--- src/min_cost_assignment_solver_assert.svh ---
// Assertion macros shared by the assignment solver modules.
// Each macro expects the including module to have i_clk and i_rst_n.
`ifndef MIN_COST_ASSIGNMENT_SOLVER_ASSERT_SVH
`define MIN_COST_ASSIGNMENT_SOLVER_ASSERT_SVH

// The consequent must hold in the same cycle as the antecedent.
`define MCAS_CHECK_NOW(name, ante, cons, msg) \
    name: assert property (@(posedge i_clk) disable iff (!i_rst_n) (ante) |-> (cons)) \
        else $error(msg);

// The consequent must hold in the cycle after the antecedent.
`define MCAS_CHECK_NEXT(name, ante, cons, msg) \
    name: assert property (@(posedge i_clk) disable iff (!i_rst_n) (ante) |=> (cons)) \
        else $error(msg);

`endif

--- src/mcas_pkg.sv ---
// Shared types and constants for the minimum-cost assignment solver.
// Used by the controller, the datapath and the top level.
package mcas_pkg;

    localparam int MAX_SIZE_DEF  = 16;
    localparam int COST_BITS_DEF = 16;
    localparam int COST_IN_BITS  = 16;
    localparam int MSIZE_BITS    = 5;
    localparam int LABEL_BITS    = 4;
    localparam int TOTAL_BITS    = 20;
    localparam int APB_ADDR_BITS = 3;
    localparam int APB_DATA_BITS = 32;

    localparam logic [MSIZE_BITS-1:0] MSIZE_RESET     = 5'd16;
    localparam logic                  REG_MATRIX_SIZE = 1'b0;

    typedef enum logic [4:0] {
        OP_LOAD,
        OP_RMIN_RD,
        OP_RMIN_EX,
        OP_RSUB_RD,
        OP_RSUB_EX,
        OP_CMIN_RD,
        OP_CMIN_EX,
        OP_CSUB_RD,
        OP_CSUB_EX,
        OP_GRD_RD,
        OP_GRD_EX,
        OP_ROUND,
        OP_SEED,
        OP_POP,
        OP_SRCH_RD,
        OP_SRCH_EX,
        OP_AUG,
        OP_AMIN_RD,
        OP_AMIN_EX,
        OP_ADJ_RD,
        OP_ADJ_EX,
        OP_SUM_RD,
        OP_SUM_EX,
        OP_EMIT
    } t_op;

    typedef struct packed {
        t_op  op;
        logic load_fire;
        logic emit_fire;
    } t_cmd;

    typedef struct packed {
        logic last_i;
        logic last_j;
        logic grd_hit;
        logic q_empty;
        logic srch_free;
        logic aug_stop;
        logic keep_going;
        logic found_any;
    } t_stat;

endpackage

--- src/mcas_ctrl.sv ---
// Sequencing state machine of the assignment solver.
// Depends on mcas_pkg and the shared assertion macros.
`include "min_cost_assignment_solver_assert.svh"

module mcas_ctrl
    import mcas_pkg::*;
(
    input  logic  i_clk,
    input  logic  i_rst_n,
    input  t_stat i_stat,
    input  logic  i_cost_valid,
    input  logic  i_result_ready,
    output t_cmd  o_cmd,
    output logic  o_cost_ready,
    output logic  o_result_valid
);

    typedef enum logic [23:0] {
        S_LOAD    = 24'h000001,
        S_RMIN_RD = 24'h000002,
        S_RMIN_EX = 24'h000004,
        S_RSUB_RD = 24'h000008,
        S_RSUB_EX = 24'h000010,
        S_CMIN_RD = 24'h000020,
        S_CMIN_EX = 24'h000040,
        S_CSUB_RD = 24'h000080,
        S_CSUB_EX = 24'h000100,
        S_GRD_RD  = 24'h000200,
        S_GRD_EX  = 24'h000400,
        S_ROUND   = 24'h000800,
        S_SEED    = 24'h001000,
        S_POP     = 24'h002000,
        S_SRCH_RD = 24'h004000,
        S_SRCH_EX = 24'h008000,
        S_AUG     = 24'h010000,
        S_AMIN_RD = 24'h020000,
        S_AMIN_EX = 24'h040000,
        S_ADJ_RD  = 24'h080000,
        S_ADJ_EX  = 24'h100000,
        S_SUM_RD  = 24'h200000,
        S_SUM_EX  = 24'h400000,
        S_EMIT    = 24'h800000
    } t_state;

    t_state r_state;
    t_state n_state;
    t_op    op;
    logic   load_fire;
    logic   emit_fire;
    logic   last_ij;

    assign o_cost_ready   = (r_state == S_LOAD);
    assign o_result_valid = (r_state == S_EMIT);
    assign load_fire      = o_cost_ready && i_cost_valid;
    assign emit_fire      = o_result_valid && i_result_ready;
    assign last_ij        = i_stat.last_i && i_stat.last_j;

    always_comb begin
        n_state = r_state;
        op      = OP_LOAD;
        case (r_state)
            S_LOAD: begin
                op = OP_LOAD;
                if (load_fire && last_ij) n_state = S_RMIN_RD;
            end
            S_RMIN_RD: begin
                op = OP_RMIN_RD;
                n_state = S_RMIN_EX;
            end
            S_RMIN_EX: begin
                op = OP_RMIN_EX;
                n_state = i_stat.last_j ? S_RSUB_RD : S_RMIN_RD;
            end
            S_RSUB_RD: begin
                op = OP_RSUB_RD;
                n_state = S_RSUB_EX;
            end
            S_RSUB_EX: begin
                op = OP_RSUB_EX;
                if (!i_stat.last_j) n_state = S_RSUB_RD;
                else n_state = i_stat.last_i ? S_CMIN_RD : S_RMIN_RD;
            end
            S_CMIN_RD: begin
                op = OP_CMIN_RD;
                n_state = S_CMIN_EX;
            end
            S_CMIN_EX: begin
                op = OP_CMIN_EX;
                n_state = i_stat.last_i ? S_CSUB_RD : S_CMIN_RD;
            end
            S_CSUB_RD: begin
                op = OP_CSUB_RD;
                n_state = S_CSUB_EX;
            end
            S_CSUB_EX: begin
                op = OP_CSUB_EX;
                if (!i_stat.last_i) n_state = S_CSUB_RD;
                else n_state = i_stat.last_j ? S_GRD_RD : S_CMIN_RD;
            end
            S_GRD_RD: begin
                op = OP_GRD_RD;
                n_state = S_GRD_EX;
            end
            S_GRD_EX: begin
                op = OP_GRD_EX;
                if ((i_stat.grd_hit || i_stat.last_j) && i_stat.last_i) n_state = S_ROUND;
                else n_state = S_GRD_RD;
            end
            S_ROUND: begin
                op = OP_ROUND;
                n_state = i_stat.keep_going ? S_SEED : S_SUM_RD;
            end
            S_SEED: begin
                op = OP_SEED;
                if (i_stat.last_i) n_state = S_POP;
            end
            S_POP: begin
                op = OP_POP;
                n_state = i_stat.q_empty ? S_AMIN_RD : S_SRCH_RD;
            end
            S_SRCH_RD: begin
                op = OP_SRCH_RD;
                n_state = S_SRCH_EX;
            end
            S_SRCH_EX: begin
                op = OP_SRCH_EX;
                if (i_stat.srch_free) n_state = S_AUG;
                else n_state = i_stat.last_j ? S_POP : S_SRCH_RD;
            end
            S_AUG: begin
                op = OP_AUG;
                if (i_stat.aug_stop) n_state = S_ROUND;
            end
            S_AMIN_RD: begin
                op = OP_AMIN_RD;
                n_state = S_AMIN_EX;
            end
            S_AMIN_EX: begin
                op = OP_AMIN_EX;
                if (!last_ij) n_state = S_AMIN_RD;
                else n_state = i_stat.found_any ? S_ADJ_RD : S_SUM_RD;
            end
            S_ADJ_RD: begin
                op = OP_ADJ_RD;
                n_state = S_ADJ_EX;
            end
            S_ADJ_EX: begin
                op = OP_ADJ_EX;
                n_state = last_ij ? S_ROUND : S_ADJ_RD;
            end
            S_SUM_RD: begin
                op = OP_SUM_RD;
                n_state = S_SUM_EX;
            end
            S_SUM_EX: begin
                op = OP_SUM_EX;
                n_state = i_stat.last_i ? S_EMIT : S_SUM_RD;
            end
            S_EMIT: begin
                op = OP_EMIT;
                if (emit_fire && i_stat.last_i) n_state = S_LOAD;
            end
            default: begin
                op = OP_LOAD;
                n_state = S_LOAD;
            end
        endcase
    end

    always_ff @(posedge i_clk) begin
        if (!i_rst_n) begin
            r_state <= S_LOAD;
        end else begin
            r_state <= n_state;
        end
    end

    assign o_cmd.op        = op;
    assign o_cmd.load_fire = load_fire;
    assign o_cmd.emit_fire = emit_fire;

    `MCAS_CHECK_NEXT(a_load_starts_solve, load_fire && last_ij, r_state == S_RMIN_RD, "full matrix did not start the solve")
    `MCAS_CHECK_NEXT(a_last_word_reloads, emit_fire && i_stat.last_i, r_state == S_LOAD, "last result word did not return to loading")
    `MCAS_CHECK_NEXT(a_aug_holds, r_state == S_AUG && !i_stat.aug_stop, r_state == S_AUG, "augmentation left before its end")

endmodule

--- config.mk ---
export PLATFORM = sky130hd
export DESIGN_NAME = mcas_ctrl
export DESIGN_NICKNAME = d
export VERILOG_FILES = /design/src/mcas_pkg.sv /design/src/mcas_ctrl.sv
export VERILOG_INCLUDE_DIRS = /design/src /design/src/src
export SDC_FILE = /design/constraint.sdc
export NUM_CORES = 1
export LEC_CHECK = 0
export ABC_CLOCK_PERIOD_IN_PS = 7000
export BUFFER_PORTS_ARGS = -buffer_cell sky130_fd_sc_hd__buf_2
export CORE_UTILIZATION = 35
export CTS_CLUSTER_SIZE = 10
export DETAILED_ROUTE_END_ITERATION = 8
export GPL_TIMING_DRIVEN = 1
export PLACE_DENSITY = 0.48
export SLEW_MARGIN = 20
export SYNTH_ARGS = -nofsm -noshare
export SYNTH_HDL_FRONTEND = slang
export SYNTH_SLANG_ARGS = --single-unit
--- constraint.sdc ---
create_clock -name i_clk -period 7 [get_ports i_clk]
set_input_delay 1.4 -clock i_clk [delete_from_list [all_inputs] [get_ports i_clk]]
set_output_delay 1.4 -clock i_clk [all_outputs]
set_load 0.05 [all_outputs]
# [Word-level counts from Yosys, hierarchy flattened]
# Index checks and enable logic that the tools add are counted.
# W data, S select, Z words.
[classes] n_reduce_logical=8 eq_ne=28 n_mux=21
[ops] operator="$pmux W24 S24" count=1
[ops] operator="$mux W24" count=5
[ops] operator="$pmux W5 S23" count=1
[ops] operator="$mux W22" count=3
[ops] operator="$eq A24 B1 Y1 const B" count=1
[ops] operator="$eq A24 B10 Y1 const B" count=1
[ops] operator="$eq A24 B11 Y1 const B" count=1
[ops] operator="$eq A24 B12 Y1 const B" count=1
[ops] operator="$eq A24 B13 Y1 const B" count=1
[ops] operator="$eq A24 B14 Y1 const B" count=1
[ops] operator="$eq A24 B15 Y1 const B" count=1
[ops] operator="$eq A24 B16 Y1 const B" count=1
[ops] operator="$eq A24 B17 Y1 const B" count=1
[ops] operator="$eq A24 B18 Y1 const B" count=1
[ops] operator="$eq A24 B19 Y1 const B" count=1
[ops] operator="$eq A24 B2 Y1 const B" count=1
[ops] operator="$eq A24 B20 Y1 const B" count=1
[ops] operator="$eq A24 B21 Y1 const B" count=1
[ops] operator="$eq A24 B22 Y1 const B" count=1
[ops] operator="$eq A24 B23 Y1 const B" count=1
[ops] operator="$eq A24 B24 Y1 const B" count=1
[ops] operator="$eq A24 B3 Y1 const B" count=1
[ops] operator="$eq A24 B4 Y1 const B" count=1
[ops] operator="$eq A24 B5 Y1 const B" count=1
[ops] operator="other kinds (18)" count=27
[totals] out_inout_bits=9 regBits=24

# [Longest topological paths before layout]
[depth] ltp_word=5 mapped_depth=8 mapped_depth_nobuf=6

# [Least setup slack after synthesis]
# No wires, ideal clock.
[synth_timing] path_type="reg-to-output" start="register r_state[17]" end="output o_cmd[3] in the netlist's numbering" arrival_time_ns=2.896 slack_ns=2.704 n_path_buf=1 stages_incl_launch_ff=8 cell_sequence="dfxtp_1 buf_4 nor4_4 nand4_4 nor4_2 nor2_1 nor4b_1 nand3_1"
[synth_lines] item="from (decl)" line="mcas_ctrl.sv:45" text="t_state r_state;"
[synth_lines] item="from (signal assigned)" line="mcas_ctrl.sv:174" text="r_state <= n_state;"
[synth_lines] item="to (decl)" line="mcas_ctrl.sv:13" text="output t_cmd o_cmd,"

==> results by group <==
Status
  – Status: complete, no violations

Yosys
  – Simple-Gate Fraction of Synth Area: 48.54%
  – Biggest area consumer among synthesized cells: dfxtp_1
  – Ys async rst share: 0%
  – Synth Area in XOR/XNOR: 3.331%
  – Prevailing post-synth register cell: dfxtp_1
  – Mux cell area share after synthesis: 0%
  – Post-synth top area share: 26.10%
  – Sequential share of the synthesized area: 26.10%
  – Synth Warn #: 0
  – Synthesized Nets: 252
  – Largest family of logic cells by synthesized area: simple AND/OR/NAND/NOR gates
  – Mapped cell area: 1841 um2
  – Post-synth EDFFs: 0
  – Seq cells post-synth: 24
  – Post-Synthesis Cells: 240
  – Top cells by area, synth: dfxtp_1 26%, nor2_1 7.7%, nor4_4 4.6%, o21ai_0 3.5%, or4_1 2.9%
  – Distinct cell type count after synthesis: 53
  – Post-Synth Adder-Cell Area: 0%
  – Syn avg cell area: 7.669 um2
  – Synth Area in Compound Gates: 15.23%

Clock tree
  – H-tree depth: 1
  – Hold-fix buffers at CTS: 0
  – CTS Sinks: 24
  – Later-pin clock latency in the skew report: 0.27 ns
  – Root buf cell: clkbuf_8
  – Clock buffer count from CTS: 3
  – Post_cts resized: 0
  – Longest Clk Path Bufs: 2
  – Post-CTS setup buffers: 0
  – CTS tree: yes
  – Clock-pin transition on the worst setup and hold timing paths: 0.09 ns

Cells and area
  – Largest register by flop count: r_state
  – Largest register FFs: 24
  – ANT cells: 0
  – Final instance area: 1986 um2
  – Largest regs: r_state (24)
  – Area added between synthesis and finish: 7.886%
  – Nets: 262
  – Layout cell share with drive strength beyond 1: 15.73%

Timing
  – Tmin final: 4.308 ns
  – Slew @ Worst Pin: 0.7488 ns
  – Setup violators final: 0
  – Unrepaired setup endpoints after global routing: no
  – Slew Limit Fails: 0
  – Final period util: 61.54%
  – Slew margin rel.: 49.37%
  – Peak Freq: 232.2 MHz
  – Final hold vios: 0
  – Hold WS: 0.5802 ns
  – Clock Skew: 0.002314 ns
  – Setup TNS: 0 ns

Route
  – Met1 WL: 2759 um
  – DRC violations left: 0
  – Top Layer Used: met4
  – Via/cell ratio: 5.745
  – Via count: 1827
  – Routed Antenna Nets: 0
  – Met3 routed wirelength: 332 um
  – Routed wl met2: 2431 um
  – Routed len/inst: 17.74 um
  – DRT iter0 DRCs: 137
  – Drt pass-1 iters: 5
  – Final wirelength: 5641 um

Setup path
  – Arrival time worst endpoint: 2.91 ns
  – Setup CP Type: register to primary output
  – Crit. End Element: primary output
  – Reg2reg start: r_state[14]
  – CP max FO: 8
  – FF-to-FF path depth: 6
  – Worst Path Required: 5.60 ns
  – Worst setup SP type: register
  – FF-to-FF End: r_state[0]
  – R2r setup slk: 4.60 ns

Global routing
  – Maximum number of pins on one net before global-route repair: 17
  – Global-route usage over all layers: 22.13%
  – Remaining Overflow, GRT: 0
  – Number of global-route vias before repair: 1659
  – First-pass GRT wire length: 9011 um
  – Initial antenna violation count: 0

Worst hold path
  – WHS Endpoint: r_state[22]
  – Hold_sp: r_state[21]
  – Hold Path Class: register to register
  – Worst hold path stage count: 2

Floorplan
  – Die ar.: 5552 um2
  – Die width: 74.52 um
  – Std cell rows: 26
  – Die H: 74.52 um
  – Starting Density: 36.27%
  – Core box area: 5075 um2
  – Number of top-level pins: 21

Placement
  – I/O Buffers: 20
  – GPL Wtd Cong: 0.8492
  – HPWL after DPL: 4286 um
  – Placed cell areas: 1944 um2

Power and ir drop
  – Pwr/cell area: 229.0 nW/um2
  – Leakage power: 0.0007290 uW
  – VDD IR max: 0.00008649 V

Job
  – Max-cap violations: 0
[layout by cell type, fill, tap and decap left out, types with 5 or more instances in the layout]
master,instances
or4_1,7
and3_1,7
nand4_1,7
nor4_1,8
o21ai_0,13
inv_1,11
nor2b_1,7
buf_2,20
nor3_1,5
nand2_1,11
dfxtp_1,24
nand2b_1,5
nor2_1,38
a21oi_1,10
nand3_1,9
and2_1,5
[layout make-up]
type,count,area [um2]
flip-flops and latches,24,480.5
clock buffers,3,41.29
multi-input cells,190,1235
repair buffers,20,100.1
inverters,11,41.29
well taps,70,87.58
fillers,565,3089
[how the worst max path moves through the flow]
stage / startpoint / to / slack [ns]
finish: r_state[14] / o_cmd[3] / 2.69
global route: r_state[14] / o_cmd[3] / 2.35
CTS: r_state[14] / o_cmd[3] / 2.73
detailed placement: r_state[14] / o_cmd[3] / 3.04
global placement: r_state[14] / o_cmd[3] / 3.09
floorplan: r_state[17] / o_cmd[3] / 2.70
[synth_stat cells (4+ instances only)]
library cell and n:
nor3_1 5, nor4b_1 4, o21ai_0 13, nor4_1 8, nand3_1 9, a21oi_1 10, nor2b_1 7, nand2b_1 5
nand4_1 7, and3_1 7, clkbuf_1 6, buf_4 4, nor2_1 38, nor4_4 4, and2_1 5, or4_1 7
buf_2 4, dfxtp_1 24, nand2_1 11, inv_1 11, xor2_1 4
[where the power goes]
part	leakage [uW]	internal, uW	total (uW)	switching (uW)
combinational	0.000514	67.3	210	143
clock	0.0000216	38.6	85.1	46.5
sequential	0.000194	145	160	15.2
total	0.000729	250	455	204
[critical path, stage by stage (launching register included)]
cell and delay, ns:
dfxtp_1 0.40, nor4_1 0.61, nand2_1 0.20, nor4b_1 0.67, nor2_1 0.18, nor4b_1 0.19
nand3_1 0.11, buf_2 0.27
[stage by stage]
step / std cells / total power, uW / setup slack, ns / utilization (%)
floorplan: 240 / 329.0 / 2.704 / -
global placement: 315 / 373.4 / 3.091 / 38.31
detailed placement: 315 / 371.4 / 3.044 / 38.31
CTS: 318 / 454.8 / 2.727 / 39.13
global route: 318 / 483.3 / 2.353 / 39.13
finish: 318 / 454.7 / 2.692 / 39.13
[metal layers]
| layer | global-route usage [%] | up-vias |
|---|---|---|
| met3 | 2.033 | 12 |
| met4 | 6.289 | 0 |
| met1 | 33.55 | 846 |
| met2 | 33.03 | 66 |
| li1 | - | 903 |
| met5 | 0 | - |
[logic make-up after synthesis]
| group | after synthesis |
|---|---|
| buf+inv | 26 |
| compound gates | 44 |
| flops | 24 |
| simple gates | 139 |
| xor+xnor | 7 |
Note: power is estimated with default switching activity, not from simulation.
